[src/design/double_ended_queue_unit_assert.svh]
// ----------------------------------------------------------------------------
// Assertion macros for the double-ended queue unit
// Clocked property checks with and without a reset disable.
// ----------------------------------------------------------------------------
`ifndef DOUBLE_ENDED_QUEUE_UNIT_ASSERT_SVH
`define DOUBLE_ENDED_QUEUE_UNIT_ASSERT_SVH

`ifndef NO_ASSERTIONS
`define DQU_ASSERT(lbl, prop, msg) \
	lbl: assert property (@(posedge clk) disable iff (!arst_n) prop) else $error(msg);
`define DQU_ASSERT_ALWAYS(lbl, prop, msg) \
	lbl: assert property (@(posedge clk) prop) else $error(msg);
`else
`define DQU_ASSERT(lbl, prop, msg)
`define DQU_ASSERT_ALWAYS(lbl, prop, msg)
`endif

`endif

[src/design/dqu_pkg.sv]
// ----------------------------------------------------------------------------
// dqu_pkg
// Sizes, action and status codes and ring index helper for the deque unit.
// ----------------------------------------------------------------------------
`default_nettype none

package dqu_pkg;

	localparam int DEPTH     = 16;
	localparam int IDX_W     = (DEPTH > 1) ? $clog2(DEPTH) : 1;
	localparam int CNT_W     = $clog2(DEPTH + 1);
	localparam int SUM_W     = IDX_W + 2;
	localparam int DATA_W    = 32;
	localparam int ACT_W     = 3;
	localparam int CNT_OUT_W = 5;
	localparam int STAT_W    = 2;
	localparam int IN_W      = 40;
	localparam int OUT_W     = 72;

	localparam logic [ACT_W-1:0] ACT_PEEK       = 3'd0;
	localparam logic [ACT_W-1:0] ACT_PUSH_BACK  = 3'd1;
	localparam logic [ACT_W-1:0] ACT_PUSH_FRONT = 3'd2;
	localparam logic [ACT_W-1:0] ACT_POP_BACK   = 3'd3;
	localparam logic [ACT_W-1:0] ACT_POP_FRONT  = 3'd4;

	localparam logic [STAT_W-1:0] ST_OK    = 2'd0;
	localparam logic [STAT_W-1:0] ST_EMPTY = 2'd1;
	localparam logic [STAT_W-1:0] ST_FULL  = 2'd2;

	localparam logic [DATA_W-1:0] EMPTY_READ = '1;

	// (h + off) mod DEPTH, with h < DEPTH and off <= DEPTH
	function automatic logic [IDX_W-1:0] ring_add(input logic [IDX_W-1:0] h,
			input logic [CNT_W-1:0] off);
		logic [SUM_W-1:0] s;
		s = SUM_W'(h) + SUM_W'(off);
		if (s >= SUM_W'(DEPTH)) begin
			s = s - SUM_W'(DEPTH);
		end
		return s[IDX_W-1:0];
	endfunction

endpackage

`default_nettype wire

[src/design/double_ended_queue_unit.sv]
// ----------------------------------------------------------------------------
// double_ended_queue_unit
// Bounded deque of signed 32-bit values kept in a ring memory.
// ----------------------------------------------------------------------------
// Usage:
//   s_* carries one request per transfer: action (peek, push back, push
//   front, pop back, pop front) and the value to push. m_* returns one
//   result per request: front value, back value, count after the action and
//   a status (ok, pop on empty ignored, push on full dropped). Front and
//   back read all ones when the deque is empty.
//   A request passes the memory read stage and then the output register
//   before m_tvalid rises. A new request is taken every cycle while the
//   receiver does not stall; head and count registers are updated at the
//   request transfer, the ring memory is written and read in that same
//   cycle, and a write hitting a read address is forwarded.
//   When the receiver stalls, the result waits in the output register and
//   one more request can sit in the memory read stage; s_tready then drops.
//   Reset clears head, count and all valid flags; the ring content is
//   undefined until pushed and needs no clearing.
// ----------------------------------------------------------------------------
`default_nettype none

`include "double_ended_queue_unit_assert.svh"

module double_ended_queue_unit
	import dqu_pkg::*;
(
	input  wire logic             clk,
	input  wire logic             arst_n,
	input  wire logic             s_tvalid,
	output logic                  s_tready,
	input  wire logic [IN_W-1:0]  s_tdata,   // action[2:0], value[34:3]
	output logic                  m_tvalid,
	input  wire logic             m_tready,
	output logic [OUT_W-1:0]      m_tdata    // front[31:0], back[63:32],
	                                         // count[68:64], status[70:69]
);

	logic [DATA_W-1:0] mem [DEPTH];

	logic [IDX_W-1:0]  head_q;
	logic [CNT_W-1:0]  count_q;

	logic [ACT_W-1:0]  in_act;
	logic [DATA_W-1:0] in_val;
	logic              acc;

	logic [IDX_W-1:0]  head_nx;
	logic [CNT_W-1:0]  count_nx;
	logic [STAT_W-1:0] stat_nx;
	logic              we;
	logic [IDX_W-1:0]  waddr;
	logic [IDX_W-1:0]  front_a;
	logic [IDX_W-1:0]  back_a;

	logic              valid_s1;
	logic              empty_s1;
	logic              fwdf_s1;
	logic              fwdb_s1;
	logic [DATA_W-1:0] wdata_s1;
	logic [CNT_W-1:0]  count_s1;
	logic [STAT_W-1:0] stat_s1;
	logic [DATA_W-1:0] rdf_s1;
	logic [DATA_W-1:0] rdb_s1;
	logic              go_s1;

	logic              out_valid_q;
	logic [DATA_W-1:0] front_q;
	logic [DATA_W-1:0] back_q;
	logic [CNT_W-1:0]  count_out_q;
	logic [STAT_W-1:0] stat_q;

	assign in_act   = s_tdata[ACT_W-1:0];
	assign in_val   = s_tdata[ACT_W+DATA_W-1:ACT_W];
	assign go_s1    = valid_s1 && (!out_valid_q || m_tready);
	assign s_tready = !valid_s1 || go_s1;
	assign acc      = s_tvalid && s_tready;

	always_comb begin
		head_nx  = head_q;
		count_nx = count_q;
		stat_nx  = ST_OK;
		we       = 1'b0;
		waddr    = ring_add(head_q, count_q);
		case (in_act)
			ACT_PUSH_BACK: begin
				if (count_q >= CNT_W'(DEPTH)) begin
					stat_nx = ST_FULL;
				end else begin
					we       = 1'b1;
					count_nx = count_q + 1'b1;
				end
			end
			ACT_PUSH_FRONT: begin
				if (count_q >= CNT_W'(DEPTH)) begin
					stat_nx = ST_FULL;
				end else begin
					head_nx  = (head_q == '0) ? IDX_W'(DEPTH - 1) : head_q - 1'b1;
					waddr    = head_nx;
					we       = 1'b1;
					count_nx = count_q + 1'b1;
				end
			end
			ACT_POP_BACK: begin
				if (count_q == '0) begin
					stat_nx = ST_EMPTY;
				end else begin
					count_nx = count_q - 1'b1;
				end
			end
			ACT_POP_FRONT: begin
				if (count_q == '0) begin
					stat_nx = ST_EMPTY;
				end else begin
					head_nx  = (head_q == IDX_W'(DEPTH - 1)) ? '0 : head_q + 1'b1;
					count_nx = count_q - 1'b1;
				end
			end
			default: begin
			end
		endcase
		front_a = head_nx;
		back_a  = ring_add(head_nx, (count_nx == '0) ? '0 : count_nx - 1'b1);
	end

	always_ff @(posedge clk or negedge arst_n) begin
		if (!arst_n) begin
			head_q  <= '0;
			count_q <= '0;
		end else if (acc) begin
			head_q  <= head_nx;
			count_q <= count_nx;
		end
	end

	// ring memory: one write, two registered reads
	always_ff @(posedge clk) begin
		if (acc) begin
			rdf_s1 <= mem[front_a];
			rdb_s1 <= mem[back_a];
			if (we) begin
				mem[waddr] <= in_val;
			end
		end
	end

	always_ff @(posedge clk or negedge arst_n) begin
		if (!arst_n) begin
			valid_s1 <= 1'b0;
		end else if (acc) begin
			valid_s1 <= 1'b1;
		end else if (go_s1) begin
			valid_s1 <= 1'b0;
		end
	end

	always_ff @(posedge clk) begin
		if (acc) begin
			empty_s1 <= (count_nx == '0);
			fwdf_s1  <= we && (waddr == front_a);
			fwdb_s1  <= we && (waddr == back_a);
			wdata_s1 <= in_val;
			count_s1 <= count_nx;
			stat_s1  <= stat_nx;
		end
	end

	always_ff @(posedge clk or negedge arst_n) begin
		if (!arst_n) begin
			out_valid_q <= 1'b0;
		end else if (go_s1) begin
			out_valid_q <= 1'b1;
		end else if (m_tready) begin
			out_valid_q <= 1'b0;
		end
	end

	always_ff @(posedge clk) begin
		if (go_s1) begin
			front_q     <= empty_s1 ? EMPTY_READ : (fwdf_s1 ? wdata_s1 : rdf_s1);
			back_q      <= empty_s1 ? EMPTY_READ : (fwdb_s1 ? wdata_s1 : rdb_s1);
			count_out_q <= count_s1;
			stat_q      <= stat_s1;
		end
	end

	assign m_tvalid = out_valid_q;
	assign m_tdata  = {1'b0, stat_q, CNT_OUT_W'(count_out_q), back_q, front_q};

	`DQU_ASSERT(a_count_bound, count_q <= CNT_W'(DEPTH), "count beyond depth")
	`DQU_ASSERT(a_accept_loads_s1, acc |=> valid_s1, "accepted request lost")
	`DQU_ASSERT(a_full_count, (m_tvalid && stat_q == ST_FULL) |-> (count_out_q == CNT_W'(DEPTH)), "full status with room left")
	`DQU_ASSERT(a_empty_read, (m_tvalid && count_out_q == '0) |-> (front_q == EMPTY_READ && back_q == EMPTY_READ), "empty deque read not all ones")

endmodule

`default_nettype wire
[config.mk]
export PLATFORM = sky130hd
export DESIGN_NAME = double_ended_queue_unit
export DESIGN_NICKNAME = d
export VERILOG_FILES = /design/src/design/dqu_pkg.sv /design/src/design/double_ended_queue_unit.sv
export VERILOG_INCLUDE_DIRS = /design/src /design/src/design
export SDC_FILE = /design/constraint.sdc
export NUM_CORES = 1
export LEC_CHECK = 0
export BUFFER_PORTS_ARGS = -buffer_cell sky130_fd_sc_hd__buf_2
export CAP_MARGIN = 20
export CORE_MARGIN = 2
export CORE_UTILIZATION = 25
export DETAILED_ROUTE_END_ITERATION = 10
export MAX_ROUTING_LAYER = met4
export PLACE_DENSITY = 0.42
export SYNTH_ARGS = -nofsm -noshare
export SYNTH_HDL_FRONTEND = slang
export SYNTH_SLANG_ARGS = --single-unit
[constraint.sdc]
create_clock -name clk -period 6.5 [get_ports clk]
set_clock_uncertainty 0.15 [all_clocks]
set_input_delay 0.65 -clock clk [delete_from_list [all_inputs] [get_ports clk]]
set_output_delay 0.65 -clock clk [all_outputs]
set_load 0.02 [all_outputs]
Yosys cells after proc, flatten, opt, wreduce, memory -nomap -nowiden
Memory sizes are Yosys's and may differ from the RTL's. A register that Yosys moved wholly into a read port is not among the register bits.
Cells that the tools add are included.
Widths: inputs -> output; s select.
- bits in writable memories: 512
- logic and storage cells: 76
- memories: 1
- output and inout bits: 74
- register bits after elaboration: 124
- input port bits: 44
- mux-type cells: 27
- equal/unequal tests: 7
- order comparisons: 3
- add/sub/neg operators: 9
- reductions and logical operators: 15
- memories (name ; depth ; width ; read ports ; clocked after memory_dff ; wr ports ; line ; source):
    mem ; 16 ; 32 ; 2 ; 2 ; 1 ; double_ended_queue_unit.sv:39 ; logic [DATA_W-1:0] mem [DEPTH];
- operators by type and width (kind ; count):
    $mux 32 ; 2
    $mux 4 ; 8
    $mux 5 ; 3
    $add 4x5->6 ; 2
    $ge 6x5->1 const B ; 2
    $sub 4x1->4 const B ; 3
    $logic_not 5->1 ; 2
    $mux 1 ; 10
    $pmux 5 s2 ; 1
    $sub 5x1->5 const B ; 2
    $eq 4x4->1 ; 2
    $pmux 4 s2 ; 1
    $eq 3x2->1 const B ; 2
    $add 5x1->5 const B ; 1
    $ge 5x5->1 const B ; 1
    $add 4x1->4 const B ; 1
    $eq 4x4->1 const B ; 1
    $logic_and 1x1->1 ; 4
    $logic_not 4->1 ; 1
    $pmux 2 s2 ; 1
    $reduce_bool 2->1 ; 2
    $reduce_or 2->1 ; 2
    $eq 3x1->1 const B ; 1
    $eq 3x3->1 const B ; 1
    3 further kinds ; 5

Longest topological paths before layout
Gate-level depths: netlist of run 1.
- depth after elaboration: 10
- depth in mapped cells: 20
- depth with buffers taken out: 19

Worst setup path after synthesis of run 1
No wires, ideal clock.
- path kind: input to register
- start point: in m_tready
- end point: mem mem[2][0] (enable)
- data required time: 5.929 ns
- stages: 5
- setup time: 0.421 ns
- path buffers: 0
- slack: 0.703 ns
- arrival time: 5.226 ns
- cell sequence: nand3b_1 nand2_1 inv_1 nand4_1 nor2_1
- longest elaborated chain between the ends: 6
- RTL lines (element ; line ; source):
    start: declaration ; double_ended_queue_unit.sv:34 ; input wire logic m_tready,
    $logic_or 1x1->1 ; double_ended_queue_unit.sv:75 ; assign go_s1 = valid_s1 && (!out_valid_q || m_tready);
    $logic_and 1x1->1 ; double_ended_queue_unit.sv:75 ;
    $logic_or 1x1->1 ; double_ended_queue_unit.sv:76 ; assign s_tready = !valid_s1 || go_s1;
    $logic_and 1x1->1 ; double_ended_queue_unit.sv:77 ; assign acc = s_tvalid && s_tready;
    named net acc ; double_ended_queue_unit.sv:46 ; logic acc;
    $mux 1 ; double_ended_queue_unit.sv:138 ; if (acc) begin
    $mux 1 (not written as such) ; double_ended_queue_unit.sv:142 ; mem[waddr] <= in_val;
    end: declaration ; double_ended_queue_unit.sv:39 ;
The timed path passes the listed nets, and every way through them passes these cells.

Final worst setup path of run 1
- start point: reg count_q[1]
- end point: reg rdb_s1[22] (read register of mem) (data pin)
- longest elaborated chain between the ends: 8
- elaborated cells on any way between the ends: 17
- classes of those cells: add/sub (5); order compare (2); mux (8); reduce/logical (2)
- RTL lines (element ; line ; source):
    start: declaration ; double_ended_queue_unit.sv:42 ; logic [CNT_W-1:0] count_q;
    start signal: assignment ; double_ended_queue_unit.sv:132 ; count_q <= count_nx;
    $ge 5x5->1 / $logic_not 5->1 (equally long branches) ; - ;
    $mux 5, on equally long branches ; - ;
    $pmux 5 s2 (*) ; double_ended_queue_unit.sv:85 ; case (in_act)
    named net count_nx[0] ; double_ended_queue_unit.sv:49 ; logic [CNT_W-1:0] count_nx;
    $sub 5x1->5 / $logic_not 5->1 (equally long branches) ; double_ended_queue_unit.sv:123 ; back_a = ring_add(head_nx, (count_nx == '0) ? '0 : count_nx - 1'b1);
    $mux 5 (*) ; double_ended_queue_unit.sv:123 ;
    $add 4x5->6 (*) ; dqu_pkg.sv:36 ; s = SUM_W'(h) + SUM_W'(off);
    $ge 6x5->1 / $sub 4x1->4 (equally long branches) ; dqu_pkg.sv:37, dqu_pkg.sv:38 ;
    $mux 4 (*) ; dqu_pkg.sv:37 ; if (s >= SUM_W'(DEPTH)) begin
    end: declaration ; double_ended_queue_unit.sv:64 ; logic [DATA_W-1:0] rdb_s1;
The timed path passes the listed nets; every way through them passes the cells marked *.
A chain may end at the register's enable or synchronous reset.

==> flow_summary_export.csv, run 1 <==
group,metric,value,unit
die,core_area,122000,um^2
worst_setup_path,max_stage_delay,1.00,ns
global_route,grt_max_degree,131,
clock_tree,cts_buffers,83,
synthesis,yosys_register_bits,700,
sta,slew_violations,0,
place,post-place-ws,0.6960,ns
die,initial_core_util,25.25,%
routing,ant_nets,0,
clock_tree,hold_buffers,1,
synthesis,yosysMostFrequentCell,"edfxtp_1",
finish,stdcell_count,3344,
global_route,grt_usage,14.45,%
die,ios,118,
synthesis,synth-main-ff-cell,"edfxtp_1",
clock_tree,post_cts_resized,0,
worst_hold_path,worstHoldPathType,"primary input to flop",
power_and_ir_drop,switching_power,8.613,mW
global_route,grt-ovfl-total,0,
clock_tree,cts_tree,"built",
status,status,"finished, final reports clean",
sta,finalSetupViolations,0,
global_route,grt_pass1_vias,17402,
clock_tree,root_buffer,"clkbuf_16",
synthesis,syn_avg_cell_area,20.34,um^2
run,cap_violations,0,
synthesis,syn_nets,1573,
die,die_w,355.1,um
routing,viasPerCell,4.748,
place,port_buffers,111,
synthesis,synth_cell_type_count,60,
synthesis,synth-edff-count,689,
sta,period_share,89.04,%
power_and_ir_drop,clock_power_share,19.7,%
clock_tree,cts_num_sinks,700,
worst_setup_path,startpoint_type,"flop",
global_route,grt_pass1_wl,126.0,mm
place,placed_cells,3193,
clock_tree,cts_max_level,3,
power_and_ir_drop,p_leak,11.58,nW
worst_hold_path,hold_start,"s_tvalid",
worst_setup_path,required,6.72,ns
synthesis,ys_async_sr_fraction,1.571,%
worst_setup_path,crit_type,"flop to flop",
routing,vias,15876,
synthesis,synth_cells,1515,
power_and_ir_drop,internal-power,15.05,mW
power_and_ir_drop,p_comb_share,54.4,%
synthesis,synthTopCellsByArea,"edfxtp_1 67%, mux4_2 21%, a211o_1 1.8%",
synthesis,synth_top_area_share,67.15,%
finish,area_delta_synth_final,17.88,%
power_and_ir_drop,p_sw_share,36.40,%
routing,first_iter_violations,1146,
synthesis,synth_top_cell_by_area,"edfxtp_1",
finish,nets,1712,
sta,max_freq,172.8,MHz
die,dieArea,126100,um^2
global_route,grt_antenna_before_repair,7,
die,die_y,355.1,um
routing,wire_per_inst,26.37,um
sta,worstMarginPinSlew,1.062,ns
sta,layout_min_cycle_time,5.788,ns
routing,drt-pass1-iter-count,7,
routing,wl,88.17,mm
sta,finalSetupTns,0,ns
synthesis,seq_area_frac_synth,68.05,%
clock_tree,clockBufferDepth,3,
worst_setup_path,cp-startpoint,"count_q[1]$_DFFE_PN0P_",
worst_setup_path,crit_slowest_cell,"fa_4",
worst_setup_path,endpoint_kind,"flop",
worst_setup_path,crit_chain,"inv_1 > ha_1 > or4b_1 > o21ai_2 > nand2_1 > xnor2_1 > inv_1 > ha_1 > nand3_1 > nor2_1 > nor2_1 > ha_4 > inv_1 > fa_4 > buf_4 > mux4_2 > mux4_2",
power_and_ir_drop,pwr-share-seq,26.0,%
place,gp_congestion,0.7290,
die,num_rows,128,
sta,finalWorstSetupSlack,0.7121,ns
clock_tree,clk_latency,0.65,ns
worst_setup_path,reg2reg_from,"count_q[1]$_DFFE_PN0P_",
worst_setup_path,crit_path_max_fanout,26,
power_and_ir_drop,vdd_drop_max,812.1,uV
synthesis,ys_warn_count,0,
clock_tree,post_cts_buffers,0,
synthesis,netlist_area,30810,um^2
routing,drc,0,
finish,drive_gt1_share,35.08,%
clock_tree,worst_setup_hold_path_clk_slew,0.06,ns
place,place_hpwl,49.09,mm
worst_setup_path,path_common_cell,"inv_1",
sta,hold_viol_final,0,
power_and_ir_drop,cellPowerDensity,651.5,nW/um^2
synthesis,synth.top_cells.by_count,"689 x edfxtp_1, 288 x mux4_2, 69 x clkbuf_1",
sta,max_slew_margin,29.02,%
sta,grt_setup_unrepaired,"no",
worst_setup_path,critPathArrivalTime,6.01,ns
[cell usage in the layout, fill, tap and decap left out, drive strengths merged, types with 5 or more instances in the layout]
cell type / instances
nand2: 54
nand3: 5
dfrtp: 11
bufinv: 9
ha: 12
xor2: 5
o21ai: 16
nor2b: 66
xnor2: 12
nor2: 28
buf: 161
a22oi: 65
clkinv: 29
clkinvlp: 5
nor3: 5
clkbuf: 102
a21oi: 10
a21o: 5
mux4: 288
inv: 19
edfxtp: 689
nand2b: 7
and2: 6
a211o: 64
[cell families (layout without fill, tap and decap cells)]
group	Yosys count	in the layout	synth area share, %
compound gates	176	176	4.423
xor+xnor	17	17	0.5076
fa+ha+maj	14	14	0.6173
buf+inv	125	326	1.917
flops	700	700	68.05
mux	291	291	21.15
other cells	1	4	0.01217
simple gates	191	191	3.326
[stage by stage]
step / hold slack (ns) / power, mW / cell area, um^2 / util, %
2_1_floorplan: 0.2044 / 15.31 / 30810 / -
4_1_cts: 0.02193 / 24.18 / 36310 / 29.76
5_1_grt: 0.08123 / 24.91 / 36320 / 29.76
3_5_place_dp: 0.2581 / 19.41 / 33620 / 27.55
3_3_place_gp: 0.2635 / 19.43 / 33600 / 27.53
6_report: 0.07788 / 23.66 / 36320 / 29.76
[path summary, 6_finish.rpt]
path,to,slack (ns),cells past startpoint
setup / recovery,rdb_s1[22]$_DFFE_PP_,0.71,17
hold / removal,valid_s1$_DFFE_PN0P_,0.08,2
setup reg to reg,rdb_s1[22]$_DFFE_PP_,0.71,17
hold reg to reg,count_out_q[4]$_DFFE_PP_,0.27,0
max in group asynchronous,m_tvalid$_DFFE_PN0P_,5.63,2
min in group asynchronous,head_q[1]$_DFFE_PN0P_,0.30,2
[worst max-delay path, delay by kind of cell (launching register included)]
kind / cells / cell delay, ns
DFF: 1 / 0.45
AOI/OAI and AO/OA: 1 / 0.18
xor gates and xnor gates: 1 / 0.30
buffers and inverters: 4 / 0.77
and+or+nand+nor: 5 / 1.11
adders and majority gates: 4 / 1.61
muxes: 2 / 0.90
[power groups by stage]
| stage | combinational [mW] | clock (mW) | sequential [mW] |
|---|---|---|---|
| 2_1_floorplan | 9.06 | 0 | 6.25 |
| 3_3_place_gp | 13.2 | 0 | 6.23 |
| 3_5_place_dp | 13.2 | 0 | 6.24 |
| 4_1_cts | 13.2 | 4.80 | 6.15 |
| 5_1_grt | 13.7 | 4.97 | 6.19 |
| 6_report | 12.9 | 4.65 | 6.14 |
[state kept, by name (all words and copies together) (netlist names)]
register / count
wdata_s1: 32
count_out_q: 5
stat_s1: 2
front_q: 32
fwdb_s1: 1
head_q: 4
count_s1: 5
stat_q: 2
rdf_s1: 32
rdb_s1: 32
m_tvalid: 1
back_q: 32
fwdf_s1: 1
empty_s1: 1
mem: 512
count_q: 5
valid_s1: 1
[cell type report]
type                    instances  area [um^2]
flip-flops and latches        700        20970
multi-input cells             690         9459
repair buffers                162         1104
inverters                      17        68.82
fillers                     11991        85720
well taps                    1625         2033
clock buffers                 102         2191
clock inverters                45        491.7
diodes                          3        7.507
[routing by layer]
metal,vias up,wire [um],global-route usage [%]
met5,-,0,-
met4,0,1833,3.975
met3,132,3871,2.395
met2,375,46470,25.36
met1,8628,36000,17.09
li1,6741,-,-
Power figures use the tool's default switching activity.
==> run 2: changes to the inputs <==
--- a/config.mk
+++ b/config.mk
@@ -12,7 +12,6 @@
 export CORE_UTILIZATION = 25
 export DETAILED_ROUTE_END_ITERATION = 10
 export MAX_ROUTING_LAYER = met4
-export PLACE_DENSITY = 0.42
 export SYNTH_ARGS = -nofsm -noshare
 export SYNTH_HDL_FRONTEND = slang
 export SYNTH_SLANG_ARGS = --single-unit
==> run 2 against run 1 <==
Net effect:
- global-route usage fell by 1.2 points
- sequential power barely moved
- count of clock-buffer cells in the layout fell by 7
- largest power group unchanged
- critical path type unchanged
- critical path depth did not move
==> flow_summary_export.csv, run 2 (synthesis results as in run 1) <==
group,metric,value,unit
status,status,"finished, final reports clean",
finish,largest_register_ffs,512,
die,ios,118,
finish,stdcell_count,3338,
worst_setup_path,crit_slowest_cell,"fa_4",
worst_setup_path,path_common_cell,"inv_1",
finish,nFillCells,11886,
worst_setup_path,max_stage_delay,0.94,ns
clock_tree,cts_max_level,3,
die,dieArea,126100,um^2
place,placed_cells,3185,
sta,grt_setup_unrepaired,"no",
power_and_ir_drop,p_sw_share,36.14,%
finish,seq_area,20970,um^2
routing,viasPerCell,4.793,
worst_hold_path,worstHoldPathType,"primary input to flop",
worst_setup_path,rr_worst_depth,17,
sta,layout_min_cycle_time,5.504,ns
run,cap_violations,0,
finish,layout_commonest_cell,"edfxtp_1",
clock_tree,worst_setup_hold_path_clk_slew,0.06,ns
sta,worstMarginPinSlew,1.123,ns
global_route,grt-ovfl-total,0,
worst_setup_path,required,6.72,ns
worst_setup_path,crit_chain,"inv_1 > ha_1 > or4b_1 > o21ai_2 > nand2_1 > xnor2_1 > inv_1 > ha_1 > nand3_1 > nor2_1 > nor2_1 > ha_4 > inv_1 > fa_4 > buf_12 > mux4_2 > mux4_2",
global_route,grt_pass1_vias,17109,
sta,max_freq,181.7,MHz
global_route,grt_pass1_wl,118.6,mm
power_and_ir_drop,p_leak,11.40,nW
global_route,grt_antenna_before_repair,10,
power_and_ir_drop,internal-power,14.59,mW
routing,wire_per_inst,24.31,um
routing,ant_nets,0,
worst_setup_path,reg2reg_from,"count_q[0]$_DFFE_PN0P_",
power_and_ir_drop,vdd_drop_max,1070,uV
sta,slew_violations,0,
die,core_area,122000,um^2
die,initial_core_util,25.25,%
clock_tree,cts_num_sinks,700,
clock_tree,clockBufferDepth,3,
finish,multiInputGateArea,9457,um^2
sta,period_share,84.68,%
worst_setup_path,crit_type,"flop to flop",
routing,drc,0,
clock_tree,root_buffer,"clkbuf_16",
power_and_ir_drop,p_comb_share,54.6,%
sta,finalSetupTns,0,ns
worst_hold_path,holdPathEnd,"m_tvalid$_DFFE_PN0P_",
clock_tree,clk_latency,0.65,ns
place,port_buffers,111,
worst_setup_path,endpoint_kind,"flop",
finish,largest_register,"mem",
finish,drive_gt1_share,34.78,%
clock_tree,cts_buffers,79,
routing,drt-pass1-iter-count,5,
worst_hold_path,hold_start,"m_tready",
worst_setup_path,crit_path_max_fanout,48,
clock_tree,cts_tree,"built",
sta,finalSetupViolations,0,
place,gp_congestion,0.7540,
finish,nets,1702,
worst_hold_path,holdPathStages,3,
sta,max_slew_margin,24.96,%
finish,area_delta_synth_final,16.93,%
sta,hold_viol_final,0,
worst_setup_path,critPathArrivalTime,5.73,ns
place,place_hpwl,45.63,mm
routing,vias,15998,
finish,final_cell_mix,"689 x edfxtp_1, 288 x mux4_2, 111 x buf_2",
worst_setup_path,r2r_setup_slack,1.0,ns
die,num_rows,128,
power_and_ir_drop,cellPowerDensity,634.1,nW/um^2
global_route,grt_max_degree,132,
worst_setup_path,reg2reg_to,"rdb_s1[21]$_DFFE_PP_",
routing,first_iter_violations,1497,
power_and_ir_drop,clock_power_share,18.7,%
worst_setup_path,startpoint_type,"flop",
routing,wl,81.16,mm
die,die_w,355.1,um
power_and_ir_drop,pwr-share-seq,26.8,%
die,die_y,355.1,um
global_route,grt_usage,13.23,%
power_and_ir_drop,switching_power,8.256,mW
## run 2: worst max path at each step
stage / from / endpoint / cells past startpoint
final: count_q[0]$_DFFE_PN0P_ / rdb_s1[21]$_DFFE_PP_ / 17
after global routing: count_q[0]$_DFFE_PN0P_ / rdb_s1[0]$_DFFE_PP_ / 17
after CTS: count_q[0]$_DFFE_PN0P_ / rdb_s1[21]$_DFFE_PP_ / 17
after detailed placement: count_q[0]$_DFFE_PN0P_ / rdb_s1[0]$_DFFE_PP_ / 17
after global placement: count_q[1]$_DFFE_PN0P_ / rdb_s1[6]$_DFFE_PP_ / 19
after floorplan: m_tready / mem[2][0]$_DFFE_PP_ / 5
## run 2: layout make-up
class,instances,share of cell area [%]
antenna,5,0.03473
clock buffer,95,5.682
clock inverter,50,1.209
inverter,17,0.1841
multi-input combinational,690,26.25
sequential,700,58.19
tap,1625,5.644
timing repair buffer,156,2.806
## run 2: what timing repair did
item | 4_1_cts | 5_1_grt
setup buffers | 0 | 0
resized for setup | 0 | 0
hold buffers | 2 | 0
endpoints found under the hold margin | 12 | 0
## run 2: power groups by stage
stage          clock network [mW]  logic, mW  registers, mW
3_5_place_dp                    0       12.6           6.21
2_1_floorplan                   0       9.06           6.25
4_1_cts                      4.37       12.7           6.12
6_report                     4.26       12.5           6.12
5_1_grt                      4.55       13.3           6.17
3_3_place_gp                    0       12.5           6.20
## run 2: layer usage
| layer | track usage, % | part of all wire, % | vias up |
|---|---|---|---|
| li1 | - | - | 6731 |
| met1 | 16.80 | 42 | 8555 |
| met2 | 21.26 | 49 | 575 |
| met3 | 3.092 | 6.8 | 137 |
| met4 | 3.517 | 2.2 | 0 |
| met5 | - | 0 | - |
## run 2: critical path: cells and delay by family (launching register included)
kind | cells | cell delay [ns]
fa+ha+maj | 4 | 1.54
flops | 1 | 0.46
compound gates | 1 | 0.18
simple gates | 5 | 1.11
xor+xnor | 1 | 0.27
buf+inv | 4 | 0.61
mux | 2 | 0.87
## run 2: metrics by stage
step	cell area [um^2]	hold slack [ns]	setup slack [ns]	utilization, %	power [mW]
after floorplan	30810	0.2044	0.7029	-	15.31
after global placement	33470	0.2644	0.6554	27.43	18.66
after detailed placement	33490	0.2749	1.049	27.44	18.84
after CTS	35990	0.09881	1.032	29.49	23.20
after global routing	36020	0.1470	0.6928	29.52	24.01
final	36030	0.1408	0.9957	29.52	22.84
==> run 3: changes to the inputs <==
--- a/config.mk
+++ b/config.mk
@@ -6,6 +6,7 @@
 export SDC_FILE = /design/constraint.sdc
 export NUM_CORES = 1
 export LEC_CHECK = 0
+export ABC_AREA = 1
 export BUFFER_PORTS_ARGS = -buffer_cell sky130_fd_sc_hd__buf_2
 export CAP_MARGIN = 20
 export CORE_MARGIN = 2
==> constraint.sdc (replaced) <==
create_clock -name clk -period 5.7 [get_ports clk]
set_clock_uncertainty 0.15 [all_clocks]
set_input_delay 0.57 -clock clk [delete_from_list [all_inputs] [get_ports clk]]
set_output_delay 0.57 -clock clk [all_outputs]
set_load 0.02 [all_outputs]
==> run 3 against run 2 <==
Net effect:
- non-clock buffer count rose by 20
- wire length increased by 22%
- count of clock-buffer cells in the layout is 4 lower
- sequential cell count is the same
- cell area up 6.2%
- first-iteration DRC count increased by 43%
==> flow_summary_export.csv, run 3 <==
group,metric,value,unit
status,status,"finished, final reports clean",
global_route,grt_antenna_before_repair,10,
synthesis,netlist_area,33520,um^2
die,dieArea,137000,um^2
clock_tree,cts_buffers,72,
worst_setup_path,crit_type,"flop to flop",
sta,finalSetupTns,0,ns
sta,worstMarginPinSlew,1.028,ns
sta,timing.hold.ws,0.1046,ns
clock_tree,cts_max_level,3,
synthesis,yosys_register_bits,700,
synthesis,syn_avg_cell_area,9.955,um^2
finish,area_delta_synth_final,14.09,%
finish,final_cell_mix,"753 x nand2_1, 689 x edfxtp_1, 398 x o21ai_0",
routing,ant_nets,0,
routing,first_iter_violations,2135,
finish,largest_register_ffs,512,
sta,grt_setup_unrepaired,"no",
die,num_rows,134,
sta,slew_violations,0,
clock_tree,cts_num_sinks,700,
sta,finalSetupViolations,0,
sta,max_slew_margin,31.30,%
clock_tree,cts_tree,"built",
die,initial_core_util,25.15,%
global_route,use_met1,17.89,%
worst_setup_path,r2r_setup_slack,0.77,ns
place,port_buffers,111,
synthesis,synth_cells,3367,
place,post-place-ws,0.7570,ns
worst_setup_path,reg2reg_to,"rdb_s1[28]$_DFFE_PP_",
worst_setup_path,critPathArrivalTime,5.19,ns
clock_tree,worst_setup_hold_path_clk_slew,0.06,ns
routing,drc,0,
sta,max_freq,203.0,MHz
worst_setup_path,rr_worst_depth,22,
die,die_y,370.2,um
routing,wl,98.91,mm
worst_setup_path,required,5.96,ns
sta,layout_min_cycle_time,4.926,ns
clock_tree,clk_latency,0.62,ns
global_route,grt_max_degree,223,
worst_setup_path,cp-startpoint,"count_q[1]$_DFFE_PN0P_",
finish,nets,3440,
global_route,grt_pass1_wl,147.7,mm
finish,layout_commonest_cell,"nand2_1",
worst_setup_path,endpoint_kind,"flop",
synthesis,synth.top_cells.by_count,"753 x nand2_1, 689 x edfxtp_1, 398 x o21ai_0",
worst_hold_path,hold_start,"m_tready",
worst_hold_path,worstHoldPathType,"primary input to flop",
synthesis,synth_top_area_share,61.72,%
synthesis,yosysMostFrequentCell,"nand2_1",
worst_setup_path,reg2reg_from,"count_q[1]$_DFFE_PN0P_",
synthesis,seq_area_frac_synth,62.55,%
worst_hold_path,holdPathEnd,"m_tvalid$_DFFE_PN0P_",
global_route,grt-ovfl-total,0,
finish,drive_gt1_share,9.647,%
clock_tree,post_cts_resized,0,
clock_tree,root_buffer,"clkbuf_16",
worst_setup_path,crit_path_max_fanout,58,
global_route,grtUsageMet3,2.908,%
synthesis,ys_warn_count,0,
worst_setup_path,startpoint_type,"flop",
run,cap_violations,0,
worst_hold_path,holdPathStages,4,
synthesis,synthTopCellsByArea,"edfxtp_1 62%, nand2_1 8.4%, o21ai_0 5.9%",
sta,finalWorstSetupSlack,0.7736,ns
routing,vias,24776,
synthesis,syn_nets,3425,
finish,largest_register,"mem",
synthesis,synth-main-ff-cell,"edfxtp_1",
sta,period_share,86.43,%
die,core_area,133300,um^2
place,gp_congestion,0.8108,
synthesis,synth-edff-count,689,
die,ios,118,
global_route,grt_usage,14.62,%
place,place_hpwl,56.18,mm
global_route,grtUsageMet2,23.76,%
global_route,top_usage_layer,"met2",
die,die_w,370.2,um
clock_tree,clockBufferDepth,3,
synthesis,synth_top_cell_by_area,"edfxtp_1",
routing,wire_per_inst,18.99,um
routing,drt-pass1-iter-count,6,
synthesis,ys_async_sr_fraction,1.571,%
synthesis,synth_cell_type_count,36,
global_route,grt_pass1_vias,23632,
sta,hold_viol_final,0,
routing,viasPerCell,4.756,
[run 3: cell types whose count changed in the layout (fill, tap and decap cells not counted), sizes merged, moves of 161 or more]
| cell | delta |
|---|---|
| nand2 | +705 |
| inv | +338 |
| a21oi | +161 |
| mux4 | -288 |
| o211ai | +196 |
| nand3 | +377 |
| o21ai | +409 |
[run 3: worst max-delay path, cell delays in order (launching register included)]
cell	delay (ns)
dfrtp_1	0.47
inv_1	0.21
ha_1	0.30
nand3_2	0.29
inv_1	0.22
nor2_1	0.08
nand2_1	0.06
nand2_1	0.05
nor2_1	0.24
inv_1	0.14
nor2_1	0.15
inv_1	0.08
nand2_1	0.06
inv_1	0.07
ha_4	0.16
inv_1	0.08
fa_2	0.49
inv_6	0.43
buf_12	0.29
o21ai_0	0.13
o211ai_1	0.16
o21ai_0	0.10
o21ai_1	0.27
[run 3: worst max-delay path by stage]
stage                         endpoint  slack [ns]  cells after the start
2_1_floorplan  back_q[0]$_SDFFCE_PP1P_        0.97                      2
3_3_place_gp      rdb_s1[28]$_DFFE_PP_        0.77                     22
3_5_place_dp      rdb_s1[28]$_DFFE_PP_        0.76                     22
4_1_cts           rdb_s1[28]$_DFFE_PP_        0.72                     22
5_1_grt           rdb_s1[22]$_DFFE_PP_        0.23                     23
6_report          rdb_s1[28]$_DFFE_PP_        0.77                     22
[run 3: per-layer routing]
metal  vias to the layer above  wire [um]
met4                         0       3325
li1                      11782          -
met3                       226       7381
met1                     11853      40800
met2                       915      47410
met5                         -          0
[run 3: repair_timing]
item,CTS,global route
hold buffers,1,0
endpoints found under the hold margin,11,0
setup endpoints to repair,0,0
setup buffers,0,0
[run 3: logic make-up (layout without fill, tap and decap cells)]
logic type,Yosys count,count (layout),synth area share [%]
compound gates,801,801,13.68
fa+ha+maj,14,14,0.5674
other cells,1,11,0.01119
flops,700,700,62.55
simple gates,1252,1252,15.71
xor+xnor,7,7,0.1829
buf+inv,592,656,7.301
[run 3: area by class of cell]
type / instances / area, um^2
clock buffers: 91 / 1916
multi-input cells: 2075 / 10300
diodes: 10 / 25.02
clock inverters: 32 / 257.7
repair buffers: 176 / 1209
fillers: 13641 / 95050
flip-flops and latches: 700 / 20970
well taps: 1768 / 2212
inverters: 357 / 1356
[run 3: stage by stage]
stage / util, % / std cells / cell area [um^2]
floorplan: - / 3367 / 33520
global placement: 27.03 / 5075 / 36030
detailed placement: 27.03 / 5075 / 36030
CTS: 28.67 / 5199 / 38220
global route: 28.69 / 5208 / 38240
finish: 28.69 / 5209 / 38240
Power of run 3 is not shown: default switching activity piles up to over one toggle a cycle in this logic, so the estimate is an artifact.
